--- config.mk ---
export PLATFORM = sky130hd
export DESIGN_NAME = gjinv_ram
export DESIGN_NICKNAME = d
export VERILOG_FILES = /design/src/rtl/assert_macros.svh /design/src/rtl/gjinv_ram.sv
export SDC_FILE = /design/constraint.sdc
export NUM_CORES = 2
export LEC_CHECK = 0
export BUFFER_PORTS_ARGS = -buffer_cell sky130_fd_sc_hd__buf_2
export CORE_MARGIN = 2
export CORE_UTILIZATION = 40
export DETAILED_ROUTE_END_ITERATION = 10
export PLACE_DENSITY_LB_ADDON = 0.3
export SYNTH_ARGS = -nofsm -noshare
export SYNTH_HDL_FRONTEND = slang
export SYNTH_SLANG_ARGS = --single-unit
--- constraint.sdc ---
create_clock -name aclk -period 10.65 [get_ports aclk]
set_input_delay 2.13 -clock aclk [delete_from_list [all_inputs] [get_ports aclk]]
set_output_delay 2.13 -clock aclk [all_outputs]
set_load 0.01 [all_outputs]
--- src/rtl/assert_macros.svh ---
// Assertion helpers for the matrix inverse block.
`ifndef ASSERT_MACROS_SVH
`define ASSERT_MACROS_SVH

// Implication checked on every clock edge outside reset.
`define ASSERT_IMP(lbl, clk, rstn, ante, cons) \
    lbl: assert property (@(posedge clk) disable iff (!rstn) (ante) |-> (cons)) \
        else $error("assertion failed");

// Next-cycle implication checked on every clock edge outside reset.
`define ASSERT_NEXT(lbl, clk, rstn, ante, cons) \
    lbl: assert property (@(posedge clk) disable iff (!rstn) (ante) |=> (cons)) \
        else $error("assertion failed");

`endif

--- src/rtl/gjinv_ram.sv ---
module gjinv_ram #(
    parameter int WIDTH = 32,
    parameter int DEPTH = 64
) (
    input  logic                     aclk,
    input  logic                     we,
    input  logic [$clog2(DEPTH)-1:0] waddr,
    input  logic [WIDTH-1:0]         wdata,
    input  logic [$clog2(DEPTH)-1:0] raddr,
    output logic [WIDTH-1:0]         rdata
);

    logic [WIDTH-1:0] mem [DEPTH];

    always_ff @(posedge aclk) begin
        if (we) begin
            mem[waddr] <= wdata;
        end
        rdata <= mem[raddr];
    end

endmodule

==> flow_metrics.tcl <==
set metrics [dict create \
    status "finished, final reports clean" \
    place.gp.congestion 0.774 \
    whs_path_depth 4 \
    worstRegToRegCells 4 \
    grt_setup_unrepaired "no" \
    die_width_um 447 \
    synth_flop_cell "edfxtp_1" \
    clock_latency_ps 820 \
    grt_pass1_wl_um 285000 \
    ant_nets 0 \
    ir_drop_mv 0.164 \
    die_area_um2 200000 \
    slew_violations 0 \
    routed_wl_um 204000 \
    yosysSeqAreaShare_pct 79.1 \
    drt_first_pass_iters 5 \
    muxShareOfSynthArea_pct 16.8 \
    synth_common_cells "edfxtp_1, mux4_2, nor2_1" \
    worstSetupStartpointType "input pin" \
    clock-sinks 2080 \
    drt_iter0_drc 4940 \
    path_max_fanout 85 \
    wl_met1_um 83700 \
    critical_path_arrival_ps 6130 \
    io_buffers 77 \
    reg2reg_slack_ps 8170 \
    path_class "in2reg" \
    cts_hold_buf 0 \
    synthSimpleGateAreaFrac_pct 1.27 \
    yosys_warnings 0 \
    via_count 36845 \
    cts_tree "yes" \
    r2r_end "rdata[5]" \
    wl_met3_um 14300 \
    cap_violations 0 \
    io_pins 78 \
    gr-total-overflow 0 \
    synth_cells 3324 \
    vias_per_cell 5.79 \
    antenna_found_initial 18 \
    rr_startpoint "mem[63][5]" \
    cts_resized 0 \
    synth-seq-cells 2080 \
    fin_setup_tns_ps 0 \
    post-route-util_pct 45.9 \
    grt_max_degree 96 \
    synth_compound_area_share_pct 1.67 \
    total_leakage_power_nw 27.6 \
    final.min_clock_period_ps 5480 \
    syn2layout_area_growth_pct 14.0 \
    netlist_area_um2 78500 \
    core_area_um2 195000 \
    initial_core_util_pct 40.3 \
    routed.top_layer "met5" \
    synth_edf_count 2048 \
    root_buffer "clkbuf_16" \
    holdCritPathClass "reg2reg" \
    p_per_area_nw_per_um2 191 \
    wl_per_cell_um 32.1 \
    clk_pin_slew_ps 60 \
    synth.most_common_cell "edfxtp_1" \
    cts_buffers 205 \
    min_to "rdata[8]" \
    post_cts_buffers 0 \
    clock_skew_ps 25.1 \
    synth_top_family_by_area "multiplexers" \
    async_flop_share_pct 0 \
    syn_area_per_cell_um2 23.6 \
    syn-num-nets 3370 \
    max_freq_ghz 0.182 \
    worstSetupEndpointType "flip-flop" \
    ys_top_cells_by_area "edfxtp_1, mux4_2, mux2i_1, dfxtp_1, o22ai_1" \
    synth_cell_types 34 \
    worst_pin_slew_ps 1280 \
    fin_crit_sh_pct 51.5 \
    yosysTopAreaCellShare_pct 78.3 \
    slew_headroom_pct 14.7 \
    synth_area_leader_cell "edfxtp_1" \
    cts.path.max_buffers 3 \
    setup_viol 0 \
    nFillCells 16113 \
    dieHeight_um 447 \
    critPathRequiredTime_ps 11290 \
    synthXorXnorAreaFrac_pct 0 \
    grt_pass1_vias 37019 \
    nNetsFinal 3605 \
    wl_met2_um 100000 \
    drc 0 \
    num_rows 162 \
    final_layout_size_suffix_gt1_share_pct 29.8 \
    hold_violations 0 \
    htree_levels 4 \
    synth_fa_ha_area_share_pct 0 \
    grt_use_total_pct 20.4 \
    min-delay-start "mem[12][8]" \
    hpwlAfterDp_um 105000 \
]
## placed cells by master (no fill, tap or decap), types with 14 or more instances in the layout
master	n
nor2_4	62
clkinv_2	31
dfxtp_1	32
nor2_1	75
o221ai_1	27
clkbuf_1	47
clkbuf_16	206
nand2_1	26
a21oi_1	62
clkbuf_8	14
o22ai_1	84
bufinv_16	19
mux4_2	544
mux2i_1	93
buf_2	73
clkinv_1	47
buf_4	129
edfxtp_1	2048
nor2b_1	15
## worst max-delay path, cell delays in order
cell	delay (ps)
buf_8	540
buf_12	570
buf_4	760
mux4_2	590
o22ai_1	180
nor2_1	70
a21oi_1	730
nor2_1	150
## state kept, by name (all words and copies together), names as in the netlist
signal  flops
mem      2048
rdata      32
## kinds of logic (layout without fill, tap and decap cells)
family	count (synthesis)	count (layout)
other cells	0	3
compound gates	202	202
simple gates	223	223
flops	2080	2080
mux	637	637
buf+inv	182	593
## worst max-delay path by stage
stage	start	end	slack (ps)
2_1_floorplan	waddr[3]	mem[48][0]	5360
3_3_place_gp	raddr[0]	rdata[16]	4260
3_5_place_dp	raddr[0]	rdata[13]	4300
4_1_cts	raddr[0]	rdata[13]	5160
5_1_grt	raddr[0]	rdata[13]	4860
6_report	raddr[0]	rdata[13]	5170
## report_power, final
part	internal [W]	switching, W	leakage [nW]	total (W)
clock network	0.00411	0.00303	3.24	0.00714
logic	0.000299	0.000559	5.68	0.000858
registers	0.00906	0.0000416	18.7	0.00911
total	0.0135	0.00363	27.6	0.0171
## metrics by stage
step	setup WS (ps)	power (W)	cell area, um^2	hold WS (ps)	instances
2_1_floorplan	5360	0.00970	78500	663	3324
3_3_place_gp	4260	0.0101	82900	706	5976
3_5_place_dp	4300	0.0102	82900	731	5976
4_1_cts	5160	0.0172	89500	745	6359
5_1_grt	4860	0.0176	89500	787	6359
6_report	5170	0.0171	89500	746	6362
## cell type report
cell class | count | area [um^2] | area share [%]
clock buffers | 267 | 5520 | 6.17
clock inverters | 116 | 1110 | 1.24
diodes | 3 | 7.51 | 0.00839
flip-flops and latches | 2080 | 62100 | 69.4
multi-input cells | 1062 | 16000 | 17.8
well taps | 2624 | 3280 | 3.67
repair buffers | 210 | 1470 | 1.64
## per-layer routing
layer / up-vias / GRT usage [%]
met5: - / 0
met4: 2 / 6.03
met3: 277 / 2.80
met2: 1454 / 33.2
met1: 20338 / 28.9
li1: 14774 / -
Power figures use the tool's default switching activity.
