$ cat src/rtl/assert_macros.svh
// Assertion helpers for the matrix inverse block.
`ifndef ASSERT_MACROS_SVH
`define ASSERT_MACROS_SVH

// Implication checked on every clock edge outside reset.
`define ASSERT_IMP(lbl, clk, rstn, ante, cons) \
    lbl: assert property (@(posedge clk) disable iff (!rstn) (ante) |-> (cons)) \
        else $error("assertion failed");

// Next-cycle implication checked on every clock edge outside reset.
`define ASSERT_NEXT(lbl, clk, rstn, ante, cons) \
    lbl: assert property (@(posedge clk) disable iff (!rstn) (ante) |=> (cons)) \
        else $error("assertion failed");

`endif

$ cat src/rtl/gjinv_pkg.sv
package gjinv_pkg;

    localparam int MAX_DIM = 8;
    localparam int IDX_W = $clog2(MAX_DIM);
    localparam int ADDR_W = 2 * IDX_W;
    localparam int DEPTH = MAX_DIM * MAX_DIM;
    localparam int SIZE_W = 4;
    localparam logic [31:0] Q_ONE = 32'h0001_0000;

    localparam logic [0:0] REG_SIZE = 1'b0;
    localparam logic [0:0] REG_EPS  = 1'b1;

    typedef struct packed {
        logic [2:0]         elem_row;
        logic [2:0]         elem_col;
        logic signed [31:0] elem_value;
        logic               last_element;
    } in_item_t;

    typedef struct packed {
        logic [2:0]         out_row;
        logic [2:0]         out_col;
        logic signed [31:0] out_value;
        logic               singular;
        logic               last_result;
    } out_item_t;

    typedef struct packed {
        logic               start;
        logic signed [31:0] num;
        logic signed [31:0] den;
    } div_req_t;

    typedef struct packed {
        logic               busy;
        logic               done;
        logic signed [31:0] quo;
    } div_rsp_t;

    function automatic logic signed [31:0] sat32(input logic signed [64:0] v);
        if (v > 65'sd2147483647) begin
            return 32'sh7FFF_FFFF;
        end else if (v < -65'sd2147483648) begin
            return 32'sh8000_0000;
        end
        return v[31:0];
    endfunction

endpackage

$ cat src/rtl/gjinv_mac.sv
// Multiply-subtract: a - trunc(f*b / 2^16), saturated. Product and a are registered; the subtract is combinational.
module gjinv_mac import gjinv_pkg::*; (
    input  logic               aclk,
    input  logic signed [31:0] a_in,
    input  logic signed [31:0] f_in,
    input  logic signed [31:0] b_in,
    output logic signed [31:0] res
);

    logic signed [63:0] prod_reg;
    logic signed [31:0] a_reg;
    logic signed [63:0] adj;
    logic signed [47:0] m;

    always_ff @(posedge aclk) begin
        prod_reg <= f_in * b_in;
        a_reg <= a_in;
    end

    always_comb begin
        // bias negatives so the shift truncates toward zero
        adj = prod_reg[63] ? prod_reg + 64'sd65535 : prod_reg;
        m = adj[63:16];
    end

    assign res = sat32(65'(a_reg) - 65'(m));

endmodule

$ cat config.mk
export PLATFORM = sky130hd
export DESIGN_NAME = gjinv_mac
export DESIGN_NICKNAME = d
export VERILOG_FILES = /design/src/rtl/assert_macros.svh /design/src/rtl/gjinv_pkg.sv /design/src/rtl/gjinv_mac.sv
export SDC_FILE = /design/constraint.sdc
export NUM_CORES = 2
export LEC_CHECK = 0
export ABC_AREA = 1
export BUFFER_PORTS_ARGS = -buffer_cell sky130_fd_sc_hd__buf_2
export CORE_ASPECT_RATIO = 1.75
export CORE_MARGIN = 8
export CORE_UTILIZATION = 50
export CTS_CLUSTER_SIZE = 40
export DETAILED_ROUTE_END_ITERATION = 12
export PLACE_DENSITY = 0.69
export SLEW_MARGIN = 40
export SYNTH_ARGS = -nofsm -noshare
export SYNTH_HDL_FRONTEND = slang
export SYNTH_SLANG_ARGS = --single-unit
$ cat constraint.sdc
create_clock -name aclk -period 10.5 [get_ports aclk]
set_input_delay 0 -clock aclk [delete_from_list [all_inputs] [get_ports aclk]]
set_output_delay 0 -clock aclk [all_outputs]
set_load 0.02 [all_outputs]
==> run metrics <==
CP arrival=7940 ps; max FFs per register=between 60 and 70; Die Width=243 um; Worst EP required=around 11000 ps; Yosys top cell area share=48.2%; GRT Residual Overflow=0; CP Class=input port to flop; DP Worst Slack=2270 ps; Avg Cell Area, Syn=approximately 7.7 um2; setup repair bufs after CTS=0; Die H=413 um; part of the Yosys area used for sequential elements=4.27%; endpoint type of the worst setup path=flop; Row Count=145; maxcap violations=0; Max clock buf depth=2; crit start category=input port; first-pass GRT wire length=214 mm; RSZ-0062 raised after global routing=no; via/cell ratio=5.13; max frequency=0.130 GHz; final worst setup slack=2810 ps; area leader, netlist=fa_1; hpwl dp=112 mm; most frequent cells in the layout=inv_1 (1816), nand2_1 (1616), fa_1 (1082); Routed Antenna Nets=0; Netlist cell types=just under 50; Post-Route WL=between 100 and 150 mm; vias in the first global route=40624; Mapped Nets=between 7000 and 8000; synth top area cells=fa_1 (48%), inv_1 (15%), nand2_1 (13%); drt wl/cell=18.7 um; Hold Violations, Final=0; Syn-to-layout area delta=4.79%; Clock Root Buffer=clkbuf_16; core area=89300 um2; GPL Wtd Cong=0.994; Synth Instances=5870; Max Transition Viols Final=0; TritonCTS clock tree=built; post-cts sizing count=0; most common cell after layout, fill and taps aside=inv_1; relative slew slack=40.7%; initial antenna violation count=4; Global Route Usage Sum=27.1%; Initial DRT Pass Iterations=6; share of layout cells above drive strength 1=under 10%; vias=about 36000; Num CTS Buffers=9; I/O pin cnt=129; initial core utilization=50.4%; Mapped Area=approximately 45000 um2; H-tree depth=3; final worst path period need=approximately 7700 ps; die area=roughly 100000 um2; Final Cycle Share=73.2%; top fanout value on the critical path=32; Yosys reg bits=96; final setup violation count=0; TNS Setup=0 ps; Hold Buf Count CTS=32; Worst-path clk slew=70 ps; Ys Warns=0; Final nets=slightly above 7000; number of buffers inserted by port buffering=128; status=finished clean; DR DRC count=0; largest net degree at the start of global routing=33; TritonCTS Sinks=96; Initial DRC Count=approximately 1900; worst hold-check path type=input port to flop; Slew @ Worst Pin=890 ps
## per-layer routing
layer / GRT usage [%] / vias up / wire length, um
li1: - / 16417 / -
met3: 2.99 / 469 / 5860
met1: 27.8 / 18031 / 45300
met5: 0 / - / 37
met2: 52.6 / 1171 / 71900
met4: 15.6 / 6 / 8800
## stage by stage
step	instance area, um2	hold slack [ps]	cells	utilization [%]
finish	47100	257	7039	52.8
global route	47100	260	7038	52.8
floorplan	45000	27.7	5870	-
detailed placement	46400	104	6987	52.0
CTS	47000	242	7035	52.7
global placement	46400	103	6987	52.0
## cells in the mapped netlist (all sizes together)
| cell type | n |
|---|---|
| o31ai | 1 |
| or2 | 8 |
| fa | 1083 |
| nand2b | 1 |
| o211a | 1 |
| and3 | 3 |
| ha | 232 |
| xnor2 | 45 |
| nand3 | 69 |
| a21o | 9 |
| o21ai | 52 |
| buf | 6 |
| a31oi | 17 |
| dfxtp | 96 |
| nand3b | 1 |
| and2 | 1 |
| o21bai | 22 |
| nand2 | 1625 |
| a221oi | 2 |
| a21boi | 4 |
| nor4 | 16 |
| nor3b | 1 |
| a2111oi | 1 |
| a211oi | 2 |
| o211ai | 7 |
| inv | 1817 |
| o41ai | 1 |
| o21a | 8 |
| o311ai | 1 |
| clkbuf | 192 |
| nor2 | 227 |
| xor2 | 100 |
| o221a | 1 |
| nor3 | 45 |
| a21oi | 131 |
| nand4 | 42 |
## worst max-delay path, stage by stage
cell and delay [ps]:
buf_2 650, nand2_1 280, fa_1 710, fa_1 890
inv_1 110, fa_1 890, inv_1 140, fa_1 510
fa_1 570, fa_1 430, fa_1 400, fa_1 540
inv_1 40, ha_1 330, a21oi_1 230, o21a_1 190
o21ai_0 90, a2111oi_1 680, nand2_1 100, nand2_1 90
nand2_1 50
## path summary, 6_finish.rpt
kind | from | to | depth (start not counted) | slack, ps
hold / removal | a_in[29] | a_reg[29] | 2 | 260
setup / recovery | b_in[8] | prod_reg[61] | 21 | 2810
## logic make-up (layout without fill, tap and decap cells)
logic type | count (synthesis) | count (layout) | synth area share, %
and+or+nand+nor | 2039 | 2039 | 18.0
buffers and inverters | 2015 | 2007 | 16.9
adders and majority gates | 1315 | 1315 | 54.7
AOI/OAI and AO/OA | 260 | 260 | 3.32
xor gates and xnor gates | 145 | 145 | 2.82
DFF | 96 | 96 | 4.27
other | 0 | 1 | 0
## area by class of cell
| cell class | instances | area [um2] |
|---|---|---|
| diodes | 1 | 2.50 |
| fillers | 8706 | 42100 |
| well taps | 1176 | 1470 |
| clock buffers | 11 | 253 |
| inverters | 1817 | 6820 |
| clock inverters | 5 | 36.3 |
| multi-input cells | 3759 | 35500 |
| flip-flops and latches | 96 | 1920 |
| repair buffers | 174 | 1160 |
Power is not shown: default switching activity piles up to over one toggle a cycle in this logic, so the estimate is an artifact.
