[config.mk]
export PLATFORM = sky130hd
export DESIGN_NAME = gjinv_div
export DESIGN_NICKNAME = d
export VERILOG_FILES = /design/src/rtl/assert_macros.svh /design/src/rtl/gjinv_pkg.sv /design/src/rtl/gjinv_div.sv
export SDC_FILE = /design/constraint.sdc
export NUM_CORES = 1
export LEC_CHECK = 0
export BUFFER_PORTS_ARGS = -buffer_cell sky130_fd_sc_hd__buf_2
export CAP_MARGIN = 5
export CORE_MARGIN = 3
export CORE_UTILIZATION = 40
export DETAILED_ROUTE_END_ITERATION = 10
export GPL_ROUTABILITY_DRIVEN = 0
export MAX_ROUTING_LAYER = met4
export RECOVER_POWER = 25
export REMOVE_ABC_BUFFERS = 1
export SLEW_MARGIN = 0
export SYNTH_ARGS = -nofsm -noshare
export SYNTH_HDL_FRONTEND = slang
export SYNTH_SLANG_ARGS = --single-unit
[constraint.sdc]
create_clock -name aclk -period 7.2 [get_ports aclk]
set_clock_uncertainty 0.1 [all_clocks]
set_input_delay 2.16 -clock aclk [delete_from_list [all_inputs] [get_ports aclk]]
set_output_delay 2.16 -clock aclk [all_outputs]
set_load 0.005 [all_outputs]
[src/rtl/assert_macros.svh]
// Assertion helpers for the matrix inverse block.
`ifndef ASSERT_MACROS_SVH
`define ASSERT_MACROS_SVH

// Implication checked on every clock edge outside reset.
`define ASSERT_IMP(lbl, clk, rstn, ante, cons) \
    lbl: assert property (@(posedge clk) disable iff (!rstn) (ante) |-> (cons)) \
        else $error("assertion failed");

// Next-cycle implication checked on every clock edge outside reset.
`define ASSERT_NEXT(lbl, clk, rstn, ante, cons) \
    lbl: assert property (@(posedge clk) disable iff (!rstn) (ante) |=> (cons)) \
        else $error("assertion failed");

`endif

[src/rtl/gjinv_pkg.sv]
package gjinv_pkg;

    localparam int MAX_DIM = 8;
    localparam int IDX_W = $clog2(MAX_DIM);
    localparam int ADDR_W = 2 * IDX_W;
    localparam int DEPTH = MAX_DIM * MAX_DIM;
    localparam int SIZE_W = 4;
    localparam logic [31:0] Q_ONE = 32'h0001_0000;

    localparam logic [0:0] REG_SIZE = 1'b0;
    localparam logic [0:0] REG_EPS  = 1'b1;

    typedef struct packed {
        logic [2:0]         elem_row;
        logic [2:0]         elem_col;
        logic signed [31:0] elem_value;
        logic               last_element;
    } in_item_t;

    typedef struct packed {
        logic [2:0]         out_row;
        logic [2:0]         out_col;
        logic signed [31:0] out_value;
        logic               singular;
        logic               last_result;
    } out_item_t;

    typedef struct packed {
        logic               start;
        logic signed [31:0] num;
        logic signed [31:0] den;
    } div_req_t;

    typedef struct packed {
        logic               busy;
        logic               done;
        logic signed [31:0] quo;
    } div_rsp_t;

    function automatic logic signed [31:0] sat32(input logic signed [64:0] v);
        if (v > 65'sd2147483647) begin
            return 32'sh7FFF_FFFF;
        end else if (v < -65'sd2147483648) begin
            return 32'sh8000_0000;
        end
        return v[31:0];
    endfunction

endpackage

[src/rtl/gjinv_div.sv]
// Restoring divider: (num * 2^16) / den, truncated toward zero, saturated.
module gjinv_div import gjinv_pkg::*; (
    input  logic     aclk,
    input  logic     aresetn,
    input  div_req_t req,
    output div_rsp_t rsp
);

    logic        busy_reg, busy_next;
    logic        done_reg, done_next;
    logic [5:0]  cnt_reg, cnt_next;
    logic [47:0] dvd_reg, dvd_next;
    logic [32:0] rem_reg, rem_next;
    logic [31:0] dvs_reg, dvs_next;
    logic        neg_reg, neg_next;
    logic signed [31:0] quo_reg, quo_next;

    logic [32:0] shifted;
    logic [33:0] trial;
    logic [48:0] qsigned;
    logic [31:0] num_mag;
    logic [31:0] den_mag;

    always_comb begin
        num_mag = req.num[31] ? 32'(-req.num) : req.num;
        den_mag = req.den[31] ? 32'(-req.den) : req.den;
        shifted = {rem_reg[31:0], dvd_reg[47]};
        trial = {1'b0, shifted} - {2'b00, dvs_reg};
        busy_next = busy_reg;
        done_next = 1'b0;
        cnt_next = cnt_reg;
        dvd_next = dvd_reg;
        rem_next = rem_reg;
        dvs_next = dvs_reg;
        neg_next = neg_reg;
        quo_next = quo_reg;
        qsigned = '0;
        if (req.start) begin
            busy_next = 1'b1;
            cnt_next = 6'd48;
            dvd_next = {num_mag, 16'h0000};
            rem_next = '0;
            dvs_next = den_mag;
            neg_next = req.num[31] ^ req.den[31];
        end else if (busy_reg) begin
            // one quotient bit per cycle, quotient shifts into dividend low end
            if (!trial[33]) begin
                rem_next = trial[32:0];
                dvd_next = {dvd_reg[46:0], 1'b1};
            end else begin
                rem_next = shifted;
                dvd_next = {dvd_reg[46:0], 1'b0};
            end
            cnt_next = cnt_reg - 6'd1;
            if (cnt_reg == 6'd1) begin
                busy_next = 1'b0;
                done_next = 1'b1;
                qsigned = neg_reg ? 49'(-{1'b0, dvd_next}) : {1'b0, dvd_next};
                quo_next = sat32(65'(signed'(qsigned)));
            end
        end
    end

    always_ff @(posedge aclk) begin
        if (!aresetn) begin
            busy_reg <= 1'b0;
            done_reg <= 1'b0;
            cnt_reg <= '0;
        end else begin
            busy_reg <= busy_next;
            done_reg <= done_next;
            cnt_reg <= cnt_next;
        end
        dvd_reg <= dvd_next;
        rem_reg <= rem_next;
        dvs_reg <= dvs_next;
        neg_reg <= neg_next;
        quo_reg <= quo_next;
    end

    assign rsp.busy = busy_reg;
    assign rsp.done = done_reg;
    assign rsp.quo = quo_reg;

endmodule

==> reports/metrics.yaml <==
clock_network:
  clockBufferDepth: 2
  cts-resized-gates: 0
  tritoncts: "done"
  tritoncts_num_sinks: 153
  cts_buffers: 17
  root_buffer: "clkbuf_16"
  cts_setup_buffers: 0
  htreeDepth: 4
  clk_pin_slew_ns: 0.06
  worstSkewPairLatency_ns: 0.44
  ctsHoldBuffers: 0
sta:
  hold_viol_final: 0
  tns_ns: 0
  slew_violations: 112
  worst_slew_pin_slew_ns: 2.31
  finalHoldWorstSlack_ns: 0.396
  post-route-min-period_ns: 6.26
  fmax_mhz: 160
  setup_ws_ns: 0.941
  rsz0062_at_grt: "false"
  finalSetupViolCount: 0
  slew_headroom_pct: -54.2
  timing.final.crit_share_pct: 86.9
die:
  fp.dieW_um: 166
  ios: 101
  core.rowCount: 57
  chipHeight_um: 166
  dieArea_mm2: 0.0275
  start_util_pct: 41.4
  core_mm2: 0.0247
status:
  violations: "capacitance limit, slew limit"
  outcome: "finished, violations left"
yosys:
  avgSynthCellArea_um2: 8.96
  synth_xor_area_share_pct: 10.5
  synth-seq-cells: 153
  yosysSeqAreaShare_pct: 39.5
  synth-compound-area-share_pct: 19.9
  synthSimpleGateAreaFrac_pct: 17.8
  netlist_instances: 1140
  synth_top_family_by_area: "compound AO/OA/AOI/OAI gates"
  ys.flop_type: "edfxtp_1"
  synth_edf_count: 97
  synth_most_common_cell: "nand2_1"
  synthMuxAreaShare_pct: 2.66
  synth_fa_ha_area_share_pct: 4.73
  synth_warnings: 0
  yosys.area.top_type: "edfxtp_1"
  async_flop_share_pct: 0
  synthesis.area_mm2: 0.0102
  yosys.area.top_type_share_pct: 28.5
  synthTopCellsByCount: "nand2_1, nor2_1, edfxtp_1"
  synth_cell_type_count: 81
  ys_top_cells_by_area: "edfxtp_1, dfxtp_1, xnor2_1, ha_1, o21ai_0"
place:
  post-place-ws_ns: 1.49
  io_buffer_count: 100
  place_hpwl_mm: 17.1
drt:
  routed_via_density: 5.36
  drtAntennaViolNets: 0
  wire_per_inst_um: 15.3
  wirelength_mm: 23.6
  dr.pass1.iters: 4
  remaining_drc_errors: 0
  vias: 8280
  drt_iter0_drc: 525
layout:
  antenna_cells_inserted: 0
  syn_to_final_growth_pct: 12.5
  drive_gt1_share_pct: 12.4
  largest_reg_flops: 48
  finalNetCount: 1312
  fin_util_pct: 46.6
global_routing:
  antenna_found_initial: 0
  grt_max_degree: 71
  grt_pass1_vias: 7903
  grt.total_usage_pct: 17.4
  grt_pass1_wl_mm: 39.3
  grt_overflow: 0
hold_path:
  hold_depth: 2
  holdCritStartpoint: "cnt_reg[1]"
  hold_path_end: "cnt_reg[1]"
  hold_path.class: "reg -> reg"
critical_path:
  worst-path-max-fanout: 58
  reg2reg_to: "quo_reg[26]"
  cp-start-kind: "input pin"
  critPathKind: "in -> reg"
  rr_worst_depth: 20
  arrival_ns: 6.16
  r2r-start: "dvs_reg[6]"
  rrSetupSlack_ns: 1.45
  required_ns: 7.10
  endpoint_kind: "flop"
flow_run:
  maxCapViolCount: 2
power_and_ir_drop:
  powerDensity_mw_per_mm2: 226
  leakagePower_nw: 4.46
  vdd_drop_max_mv: 0.0989
worst max path at each step:
| stage | depth (start not counted) | startpoint | slack, ns | to |
|---|---|---|---|---|
| finish | 3 | req[64] | 0.94 | dvd_reg[47] |
| global route | 3 | req[64] | 0.48 | dvd_reg[47] |
| CTS | 20 | dvs_reg[6] | 1.40 | quo_reg[26] |
| detailed placement | 20 | dvs_reg[6] | 1.49 | quo_reg[26] |
| global placement | 20 | dvs_reg[6] | 1.70 | quo_reg[26] |
| floorplan | 19 | dvs_reg[6] | 0.38 | quo_reg[10] |
cell usage in the layout, fill, tap and decap left out, drive strengths merged, types with 3 or more instances in the layout:
cell type  count
buf           85
inv           68
dfxtp         56
nand3         11
and3           8
a31oi          4
nor2b          6
xor2          44
or4           12
nand2b        15
nor3          24
nor2          99
o31ai         26
o21bai         7
nor4b          3
a21oi         49
clkinv         7
nand4          5
a21o          20
xnor2         79
ha            37
or3           21
or2            7
nor4          18
nand4b         5
o41ai         17
o211ai        14
edfxtp        97
nand2        121
and2           3
clkbuf        40
a211oi        25
mux2i         26
o21ai        122
stage by stage:
step           total power [mW]  cells  area, µm²
4_1_cts                    2.62   1544      11500
5_1_grt                    2.75   1544      11500
3_5_place_dp               1.72   1512      10900
6_report                   2.60   1544      11500
3_3_place_gp               1.71   1512      10900
2_1_floorplan              1.54   1080       9940
routing by layer:
| layer | up-vias | track usage (%) | part of all wire (%) |
|---|---|---|---|
| li1 | 4279 | - | - |
| met1 | 3808 | 22.4 | 47 |
| met2 | 170 | 29.0 | 48 |
| met3 | 23 | 2.59 | 3.6 |
| met4 | 0 | 4.77 | 1.3 |
| met5 | - | - | 0 |
cells by family (layout without fill, tap and decap cells):
group,Yosys count,in the layout
xor+xnor,123,123
buf+inv,121,201
fa+ha+maj,38,38
compound gates,312,312
simple gates,366,366
flops,153,153
mux,27,27
worst max-delay path, stage by stage:
cell and delay (ns):
clkbuf_1 1.60, clkbuf_1 1.65, o21ai_0 0.67
power breakdown:
| part | internal [mW] | switching [mW] |
|---|---|---|
| clock | 0.469 | 0.427 |
| sequential | 1.01 | 0.0678 |
| combinational | 0.255 | 0.366 |
| total | 1.74 | 0.861 |
layout make-up:
type	count	area (µm²)
Tap cell	324	405
Clock inverter	15	178
Clock buffer	17	425
Fill cell	2492	13200
Sequential cell	153	4040
Inverter	61	229
Timing Repair Buffer	108	529
Multi-Input combinational cell	866	5690
No activity file was read; power rests on OpenSTA's default activity.
